<file path="src/hdl/ispm_fifo.sv">
// small register queue used between the stages
module ispm_fifo #(
  parameter int unsigned WIDTH = 8,
  parameter int unsigned DEPTH = 2
) (
  input  logic                       clk_i,
  input  logic                       rst_ni,
  input  logic                       push_i,
  input  logic [WIDTH-1:0]           data_i,
  output logic                       full_o,
  input  logic                       pop_i,
  output logic [WIDTH-1:0]           data_o,
  output logic                       empty_o,
  output logic [$clog2(DEPTH+1)-1:0] level_o
);

  localparam int unsigned PW = (DEPTH > 1) ? $clog2(DEPTH) : 1;
  localparam int unsigned LW = $clog2(DEPTH+1);

  logic [WIDTH-1:0] mem_q [DEPTH];
  logic [PW-1:0]    wr_q, wr_d, rd_q, rd_d;
  logic [LW-1:0]    lvl_q, lvl_d;
  logic             do_push, do_pop;

  assign full_o  = (lvl_q == LW'(DEPTH));
  assign empty_o = (lvl_q == '0);
  assign level_o = lvl_q;
  assign data_o  = mem_q[rd_q];
  assign do_push = push_i && !full_o;
  assign do_pop  = pop_i && !empty_o;

  always_comb begin
    wr_d  = wr_q;
    rd_d  = rd_q;
    lvl_d = lvl_q;
    if (do_push) begin
      wr_d = (wr_q == PW'(DEPTH-1)) ? '0 : wr_q + PW'(1);
    end
    if (do_pop) begin
      rd_d = (rd_q == PW'(DEPTH-1)) ? '0 : rd_q + PW'(1);
    end
    if (do_push && !do_pop) begin
      lvl_d = lvl_q + LW'(1);
    end else if (do_pop && !do_push) begin
      lvl_d = lvl_q - LW'(1);
    end
  end

  always_ff @(posedge clk_i or negedge rst_ni) begin
    if (!rst_ni) begin
      wr_q  <= '0;
      rd_q  <= '0;
      lvl_q <= '0;
    end else begin
      wr_q  <= wr_d;
      rd_q  <= rd_d;
      lvl_q <= lvl_d;
    end
  end

  always_ff @(posedge clk_i) begin
    if (do_push) begin
      mem_q[wr_q] <= data_i;
    end
  end

endmodule

</file>
<file path="config.mk">
export PLATFORM = sky130hd
export DESIGN_NAME = ispm_fifo
export DESIGN_NICKNAME = d
export VERILOG_FILES = /design/src/hdl/ispm_fifo.sv
export SDC_FILE = /design/constraint.sdc
export NUM_CORES = 1
export LEC_CHECK = 0
export BUFFER_PORTS_ARGS = -buffer_cell sky130_fd_sc_hd__buf_2
export CAP_MARGIN = 20
export CORE_MARGIN = 2
export CORE_UTILIZATION = 30
export DETAILED_ROUTE_END_ITERATION = 8
export HOLD_SLACK_MARGIN = 0.1
export PLACE_DENSITY = 0.53
export SLEW_MARGIN = 40
export SYNTH_ARGS = -nofsm -noshare
export SYNTH_HDL_FRONTEND = slang
export SYNTH_SLANG_ARGS = --single-unit
</file>
<file path="constraint.sdc">
create_clock -name clk_i -period 1.7 [get_ports clk_i]
set_input_delay 0 -clock clk_i [delete_from_list [all_inputs] [get_ports clk_i]]
set_output_delay 0 -clock clk_i [all_outputs]
set_load 0.005 [all_outputs]
</file>
==> flow_summary_export.csv <==
group,metric,value,unit
worst_setup_path,required,1.92,ns
clock_tree,cts_max_path_buffers,2,
yosys,syn_area,782,sq um
run,drv_cap,0,
power_and_ir_drop,power.density,1440,mW/mm^2
power_and_ir_drop,p_sw,464,uW
yosys,synth_seq_cells,20,
routing,postRouteAntennaNets,0,
timing,fin_ws,0.239,ns
final_layout,stdcell_count,113,
clock_tree,post_cts_resized,0,
grt,grt_use_total,9.94,%
die,io_pins,24,
grt,grt_max_degree,12,
min_path,hp-start,"data_i[7]",
worst_setup_path,cp_num_buf_inv,1,
worst_setup_path,cp.arrival,1.68,ns
min_path,hold_class,"in2reg",
worst_setup_path,crit_path_cell_trace,"nand2b_1, nand2_2, inv_1, ha_1, nor2_1, xor2_1",
grt,use_met2,18.1,%
worst_setup_path,slowest_stage,"dfrtp_1",
clock_tree,cts_num_sinks,20,
die,die_width,55.1,um
yosys,ys_warn_count,0,
placed_design,placed_area,937,sq um
final_layout,nets,97,
clock_tree,insertion_delay,0.29,ns
yosys,ys_types,15,
final_layout,syn_to_final_growth,39.8,%
clock_tree,cts_hold_buf,12,
die,initial_utilization,31.6,%
placed_design,io_buffers,23,
placed_design,hpwl,900,um
worst_setup_path,cpPeakStageDelay,0.45,ns
yosys,seq_area_frac_synth,74.2,%
timing,min_period_over_period,86.0,%
power_and_ir_drop,leakagePower,0.000458,uW
yosys,syn_nets,57,
routing,wirelength,1.27,mm
timing,hold_viol,0,
die,core.rowCount,18,
routing,drt_first_iter_violations,2,
worst_setup_path,reg2reg_depth,6,
clock_tree,cts_tree,"built",
yosys,avgSynthCellArea,17.8,sq um
worst_setup_path,crit_path_max_fanout,6,
final_layout,postLayoutCellArea,0.00109,sq mm
power_and_ir_drop,seqPwrFrac,50.8,%
timing,setup_tns,0,ns
timing,max_freq,684,MHz
clock_tree,cts_setup_buffers,0,
placed_design,place_congestion,0.670,
routing,dr.pass1.iters,3,
routing,drc,0,
worst_setup_path,ff2ff_setup_slack,0.24,ns
timing,rsz0062_at_grt,"false",
placed_design,dpl.cell_count,97,
power_and_ir_drop,internal_power,1110,uW
grt,antenna_found_initial,0,
yosys,syn_inst,44,
timing,setup_viol,0,
grt,met1_usage,9.98,%
clock_tree,clkTransAtPathRegs,0.11,ns
timing,finalClockSkew,0.00279,ns
worst_setup_path,crit_path_start_kind,"flip-flop",
worst_setup_path,cp-end-kind,"flip-flop",
power_and_ir_drop,p_sw_share,29.6,%
outcome,outcome,"finished, final reports clean",
die,dieArea,0.00303,sq mm
clock_tree,cts_buffers,3,
grt,grt.met3_usage,3.49,%
die,die_h,55.1,um
timing,slew_headroom,72.2,%
power_and_ir_drop,p_clk_share,17.0,%
final_layout,layout_commonest_cell,"buf_2",
grt,grt_pass1_vias,475,
clock_tree,ctsRootBufferMaster,"clkbuf_4",
placed_design,dp_slack,0.227,ns
grt,grt_pass1_wl,1.97,mm
worst_setup_path,worstReg2RegStart,"level_o[0]$_DFFE_PN0P_",
routing,avgRoutedWirePerCell,11.2,um
final_layout,diodes,0,
worst_setup_path,path_delay_family,"simple AND/OR/NAND/NOR gates",
grt,grt.busiest_layer,"met2",
timing,slew_viol_final,0,
worst_setup_path,path_class,"reg2reg",
timing,post-route-min-period,1.46,ns
power_and_ir_drop,power_frac_comb,32.2,%
routing,viasPerCell,4.21,
final_layout,layout-drive-gt1-share,38.6,%
power_and_ir_drop,vdd_drop_max,0.962,mV
grt,grt_overflow,0,
min_path,whs_path_depth,2,
worst_setup_path,rr_endpoint,"level_o[1]$_DFFE_PN0P_",
min_path,hold_end,"mem_q[1][7]$_DFFE_PP_",
die,fp.coreArea,0.00248,sq mm
clock_tree,cts.htree.levels,1,
final_layout,layout_common_cells,"buf_2 (23), edfxtp_1 (16), dlygate4sd3_1 (12)",
routing,vias,476,
timing,max_slew.worst_pin.slew,0.417,ns
-- state kept, by name, indices dropped and copies added, names as in the netlist --
| name | count |
|---|---|
| level_o | 2 |
| mem_q | 16 |
| rd_q | 1 |
| wr_q | 1 |
-- synthesized netlist by cell type --
cell type	n	area, sq um
nand2b_1	1	6.26
mux2_1	6	67.6
ha_1	1	12.5
dfrtp_1	4	100
nand2_2	1	6.26
xnor2_2	1	16.3
buf_2	1	5.00
o21ai_1	1	5.00
mux2_2	2	22.5
xnor2_1	2	17.5
nor2_1	3	11.3
inv_1	2	7.51
xor2_1	2	17.5
and3_1	1	6.26
edfxtp_1	16	480
-- power groups by stage --
stage          Clock [uW]  Combinational (uW)  Sequential [uW]
6_report              267                 505              798
5_1_grt               298                 568              821
4_1_cts               279                 518              803
3_5_place_dp            0                 496              812
3_3_place_gp            0                 491              804
2_1_floorplan           0                 343              756
-- final cells by class --
cell class	instances	area [sq um]
clock buffer	4	36.3
multi-input combinational	21	189
sequential	20	581
tap	30	37.5
inverter	2	7.51
timing repair buffer	36	243
fill	240	1380
-- per-stage QoR --
step           total power [uW]  utilization (%)  hold slack, ns
2_1_floorplan              1100                -          -0.296
3_3_place_gp               1300             37.8          -0.184
3_5_place_dp               1310             37.8          -0.183
4_1_cts                    1600             44.1           0.413
5_1_grt                    1690             44.1           0.415
6_report                   1570             44.1           0.425
-- how the worst max path moves through the flow --
| stage | start | endpoint | slack [ns] | depth (start not counted) |
|---|---|---|---|---|
| 3_5_place_dp | level_o[0]$_DFFE_PN0P_ | level_o[1]$_DFFE_PN0P_ | 0.23 | 6 |
| 6_report | level_o[0]$_DFFE_PN0P_ | level_o[1]$_DFFE_PN0P_ | 0.24 | 6 |
| 2_1_floorplan | level_o[0]$_DFFE_PN0P_ | mem_q[0][0]$_DFFE_PP_ | 0.27 | 3 |
| 4_1_cts | level_o[0]$_DFFE_PN0P_ | level_o[1]$_DFFE_PN0P_ | 0.22 | 6 |
| 5_1_grt | level_o[0]$_DFFE_PN0P_ | level_o[1]$_DFFE_PN0P_ | 0.09 | 7 |
| 3_3_place_gp | level_o[0]$_DFFE_PN0P_ | level_o[1]$_DFFE_PN0P_ | 0.28 | 7 |
-- kinds of logic (layout without fill, tap and decap cells) --
| family | count (synthesis) | count (layout) | synth area share [%] |
|---|---|---|---|
| flops | 20 | 20 | 74.2 |
| fa+ha+maj | 1 | 1 | 1.60 |
| mux | 8 | 8 | 11.5 |
| compound gates | 1 | 1 | 0.639 |
| xor+xnor | 5 | 5 | 6.56 |
| simple gates | 6 | 6 | 3.84 |
| buf+inv | 3 | 42 | 1.60 |
-- routing by layer --
| layer | wire (um) | vias to the layer above |
|---|---|---|
| met5 | 0 | - |
| li1 | - | 236 |
| met1 | 548 | 222 |
| met2 | 630 | 18 |
| met3 | 89 | 0 |
| met4 | 0 | 0 |
No activity file was read; power rests on OpenSTA's default activity.
