==> src/hdl/ispm_pkg.sv <==
// shared types and constants of the i2c slave packet mailbox
package ispm_pkg;

  localparam int unsigned PacketBytesDef = 256;
  localparam int unsigned RxSlotsDef     = 4;
  localparam int unsigned TxSlotsDef     = 4;
  localparam int unsigned CmdDepth       = 2;
  localparam int unsigned OutDepth       = 3;

  typedef enum logic [2:0] {
    MODE_ADDR = 3'd0,
    MODE_RX   = 3'd1,
    MODE_STOP = 3'd2,
    MODE_REQ  = 3'd3,
    MODE_ERR  = 3'd4,
    MODE_LOAD = 3'd5,
    MODE_HOST = 3'd6
  } mode_e;

  typedef enum logic [2:0] {
    ST_OK      = 3'd0,
    ST_RX_FULL = 3'd1,
    ST_TX_FULL = 3'd2,
    ST_EMPTY   = 3'd3,
    ST_RANGE   = 3'd4
  } status_e;

  typedef enum logic [3:0] {
    PH_IDLE = 4'b0001,
    PH_CMD  = 4'b0010,
    PH_DATA = 4'b0100,
    PH_READ = 4'b1000
  } phase_e;

  localparam logic [7:0] CMD_LEN  = 8'd0;
  localparam logic [7:0] CMD_DATA = 8'd1;
  localparam logic [7:0] BYTE_LIMIT = 8'd255;

  typedef struct packed {
    logic [2:0] mode;
    logic [7:0] data_byte;
    logic       last_byte;
  } ispm_in_t;

  typedef struct packed {
    logic [7:0] bus_byte;
    logic       bus_byte_loaded;
    logic [7:0] host_byte;
    logic       host_byte_valid;
    logic       host_byte_last;
    logic       packet_committed;
    logic [2:0] status;
  } ispm_out_t;

  typedef struct packed {
    mode_e      mode;
    logic [7:0] data_byte;
    logic       last_byte;
  } ispm_cmd_t;

endpackage

==> src/hdl/ispm_fifo.sv <==
// small register queue used between the stages
module ispm_fifo #(
  parameter int unsigned WIDTH = 8,
  parameter int unsigned DEPTH = 2
) (
  input  logic                       clk_i,
  input  logic                       rst_ni,
  input  logic                       push_i,
  input  logic [WIDTH-1:0]           data_i,
  output logic                       full_o,
  input  logic                       pop_i,
  output logic [WIDTH-1:0]           data_o,
  output logic                       empty_o,
  output logic [$clog2(DEPTH+1)-1:0] level_o
);

  localparam int unsigned PW = (DEPTH > 1) ? $clog2(DEPTH) : 1;
  localparam int unsigned LW = $clog2(DEPTH+1);

  logic [WIDTH-1:0] mem_q [DEPTH];
  logic [PW-1:0]    wr_q, wr_d, rd_q, rd_d;
  logic [LW-1:0]    lvl_q, lvl_d;
  logic             do_push, do_pop;

  assign full_o  = (lvl_q == LW'(DEPTH));
  assign empty_o = (lvl_q == '0);
  assign level_o = lvl_q;
  assign data_o  = mem_q[rd_q];
  assign do_push = push_i && !full_o;
  assign do_pop  = pop_i && !empty_o;

  always_comb begin
    wr_d  = wr_q;
    rd_d  = rd_q;
    lvl_d = lvl_q;
    if (do_push) begin
      wr_d = (wr_q == PW'(DEPTH-1)) ? '0 : wr_q + PW'(1);
    end
    if (do_pop) begin
      rd_d = (rd_q == PW'(DEPTH-1)) ? '0 : rd_q + PW'(1);
    end
    if (do_push && !do_pop) begin
      lvl_d = lvl_q + LW'(1);
    end else if (do_pop && !do_push) begin
      lvl_d = lvl_q - LW'(1);
    end
  end

  always_ff @(posedge clk_i or negedge rst_ni) begin
    if (!rst_ni) begin
      wr_q  <= '0;
      rd_q  <= '0;
      lvl_q <= '0;
    end else begin
      wr_q  <= wr_d;
      rd_q  <= rd_d;
      lvl_q <= lvl_d;
    end
  end

  always_ff @(posedge clk_i) begin
    if (do_push) begin
      mem_q[wr_q] <= data_i;
    end
  end

endmodule

==> src/hdl/ispm_front.sv <==
// front end: takes requests, decodes the event kind and queues them
module ispm_front import ispm_pkg::*; (
  input  logic      clk_i,
  input  logic      rst_ni,
  input  logic      push,
  output logic      full,
  input  ispm_in_t  in_i,
  output logic      cmd_valid_o,
  output ispm_cmd_t cmd_o,
  input  logic      cmd_pop_i
);

  ispm_cmd_t                     dec;
  logic                          q_empty;
  logic [$clog2(CmdDepth+1)-1:0] q_level;

  always_comb begin
    dec.mode      = mode_e'(in_i.mode);
    dec.data_byte = in_i.data_byte;
    // last flag only means something for host loads
    dec.last_byte = (in_i.mode == MODE_LOAD) ? in_i.last_byte : 1'b0;
  end

  ispm_fifo #(
    .WIDTH($bits(ispm_cmd_t)),
    .DEPTH(CmdDepth)
  ) u_cmd_q (
    .clk_i  (clk_i),
    .rst_ni (rst_ni),
    .push_i (push),
    .data_i (dec),
    .full_o (full),
    .pop_i  (cmd_pop_i),
    .data_o (cmd_o),
    .empty_o(q_empty),
    .level_o(q_level)
  );

  assign cmd_valid_o = !q_empty && (q_level != '0);

endmodule

==> config.mk <==
export PLATFORM = sky130hd
export DESIGN_NAME = ispm_front
export DESIGN_NICKNAME = d
export VERILOG_FILES = /design/src/hdl/ispm_pkg.sv /design/src/hdl/ispm_fifo.sv /design/src/hdl/ispm_front.sv
export SDC_FILE = /design/constraint.sdc
export NUM_CORES = 1
export LEC_CHECK = 0
export BUFFER_PORTS_ARGS = -buffer_cell sky130_fd_sc_hd__buf_2
export CAP_MARGIN = 20
export CORE_MARGIN = 8
export CORE_UTILIZATION = 38
export DETAILED_ROUTE_END_ITERATION = 10
export PLACE_DENSITY_LB_ADDON = 0.1
export SLEW_MARGIN = 0
export SYNTH_ARGS = -nofsm -noshare
export SYNTH_HDL_FRONTEND = slang
export SYNTH_SLANG_ARGS = --single-unit
==> constraint.sdc <==
create_clock -name clk_i -period 3.1 [get_ports clk_i]
set_input_delay 0 -clock clk_i [delete_from_list [all_inputs] [get_ports clk_i]]
set_output_delay 0 -clock clk_i [all_outputs]
set_load 0.1 [all_outputs]
==> metrics <==
fin cells=135; Setup Fix Bufs, Post-CTS=0; Least-Margin Pin Slew=991 ps; Clock Tree Root=clkbuf_4; slowest cell delay on critical path=760 ps; worst skew pair latency=310 ps; distinct cell type count after synthesis=15; Mapped Cells=57; DRT Pass-1 Iters=3; YS warnings=0; die area=0.00480 mm^2; hold path start=in_i[0]; worst-path fanout max=12; Critical Path AT=1760 ps; register area=821 um^2; Final Hold Viols=0; worst hold-check path type=in -> reg; r2r endpoint=u_cmd_q.mem_q[0][10]; number of global-route vias before repair=707; drt initial violations=41; layout cells sized above 1=44.2%; total gr overflow=0; critical path endpoint category=flip-flop; Die H=69.3 um; port bufs=29; Tmin final=1810 ps; ANT nets after route=0; Die Wd=69.3 um; initial antenna violation count=0; Worst EP required=3050 ps; Final Cycle Share=58.3%; core area=0.00273 mm^2; Routed WL per cell=14.2 um; Yosys top cell area share=66.7%; cell count after placement=116; clock sink total=28; CP startpoint kind=flip-flop; Fillers=249; Initial Util=39.5%; CTS Hold Bufs=15; diode count=0; CP bufs+invs=0; most frequent cells in the layout=buf_2 (29), edfxtp_1 (24), dlygate4sd3_1 (15); status=finished clean; Core Rows=19; worst r2r src=u_cmd_q.level_o[0]; Final Wtd Congestion=0.707; syn nets=74; largest net degree at the start of global routing=16; Synth Register Bits=28; setup TNS=0 ps; worst reg-to-reg setup slack=1290 ps; vias per inst=4.49; endpoints failing setup=0; area growth from synthesis to layout=32.3%; Total GRT Usage=8.17%; final net count=122; area taken by multi-input logic gates=240 um^2; commonest non-fill, non-tap cell in the layout=buf_2; # IOs=30; Max-slew headroom=33.7%; RSZ-0062 raised after global routing=false; CP max-delay cell=nor2_1; routed wire length=1.92 mm; CTS-repair resized insts=0; cell taking the most area after synthesis=edfxtp_1; Mapped Area=0.00108 mm^2; delay-heaviest family, CP=simple AND/OR/NAND/NOR gates; Avg Cell Area, Syn=18.9 um^2; Synth area leaders=edfxtp_1 (67%), mux2_2 (13%), dfrtp_1 (9.3%); TritonCTS clock tree=done; Max Cap Violations=0; Worst Skew=3.03 ps; clock tree buffer depth=2; Setup CP Type=reg -> reg; H-tree lvl count=1; worst-path cell chain=nand2b_1, nand2_1, nor2_1; WHS Endpoint=u_cmd_q.mem_q[0][0]; R2R cell count=3; Seq/Total Area, Yosys=76.0%; Reg clk slew, reported paths=140 ps; max-slew violation count=0; post-DP HPWL=1.38 mm; total CTS buffers=3; WHS Path Cells=2; DRC=0; first-pass GRT wire length=3.17 mm; Vias=606; f_max=0.553 GHz
[metrics by stage]
step / setup WS, ps / area (um^2) / util (%) / hold slack, ps
after floorplan: 1560 / 1080 / - / -296
after global placement: 1230 / 1250 / 45.8 / -184
after detailed placement: 1220 / 1250 / 45.8 / -183
after CTS: 1210 / 1430 / 52.3 / 95.3
after global routing: 1100 / 1430 / 52.3 / 112
final: 1290 / 1430 / 52.3 / 110
[flip-flops by register name, indices dropped and copies added, names as in the netlist]
name and count:
u_cmd_q.rd_q 1, u_cmd_q.level_o 2, u_cmd_q.wr_q 1, u_cmd_q.mem_q 24
[layer usage]
| metal | track usage, % | vias up | share of wire [%] |
|---|---|---|---|
| met4 | 4.10 | 0 | 0.94 |
| met5 | 0 | - | 0 |
| li1 | - | 303 | - |
| met3 | 3.15 | 2 | 6.6 |
| met1 | 9.04 | 284 | 44 |
| met2 | 13.3 | 17 | 49 |
[how the worst max path moves through the flow]
stage                             startpoint              endpoint  slack (ps)  cells past startpoint
after floorplan           u_cmd_q.level_o[0]   u_cmd_q.mem_q[0][0]        1560                      3
after global placement    u_cmd_q.level_o[0]   u_cmd_q.mem_q[0][3]        1230                      3
after detailed placement  u_cmd_q.level_o[0]  u_cmd_q.mem_q[0][11]        1220                      3
after CTS                 u_cmd_q.level_o[0]  u_cmd_q.mem_q[0][10]        1210                      3
after global routing      u_cmd_q.level_o[0]  u_cmd_q.mem_q[0][10]        1100                      3
final                     u_cmd_q.level_o[0]  u_cmd_q.mem_q[0][10]        1290                      3
[cell families after synthesis]
logic type                 count (synthesis)  synth area share (%)
and+or+nand+nor                            8                  4.52
xor gates and xnor gates                   5                  4.06
buffers and inverters                      3                  1.74
DFF                                       28                  76.0
adders and majority gates                  1                  1.16
muxes                                     12                  12.5
[cells in the mapped netlist (all sizes together)]
master  count
and3        1
and4b       1
buf         1
dfrtp       4
edfxtp     24
ha          1
inv         2
mux2       12
nand2       2
nand2b      1
nor2        2
or2         1
xnor2       3
xor2        2
[final cells by class]
cell class | instances | share of cell area [%]
Clock buffer | 3 | 1.58
Clock inverter | 1 | 0.263
Inverter | 2 | 0.525
Multi-Input combinational cell | 26 | 16.8
Sequential cell | 28 | 57.4
Tap cell | 31 | 2.71
Timing Repair Buffer | 44 | 20.7
Power is not shown: default switching activity piles up to over one toggle a cycle in this logic, so the estimate is an artifact.
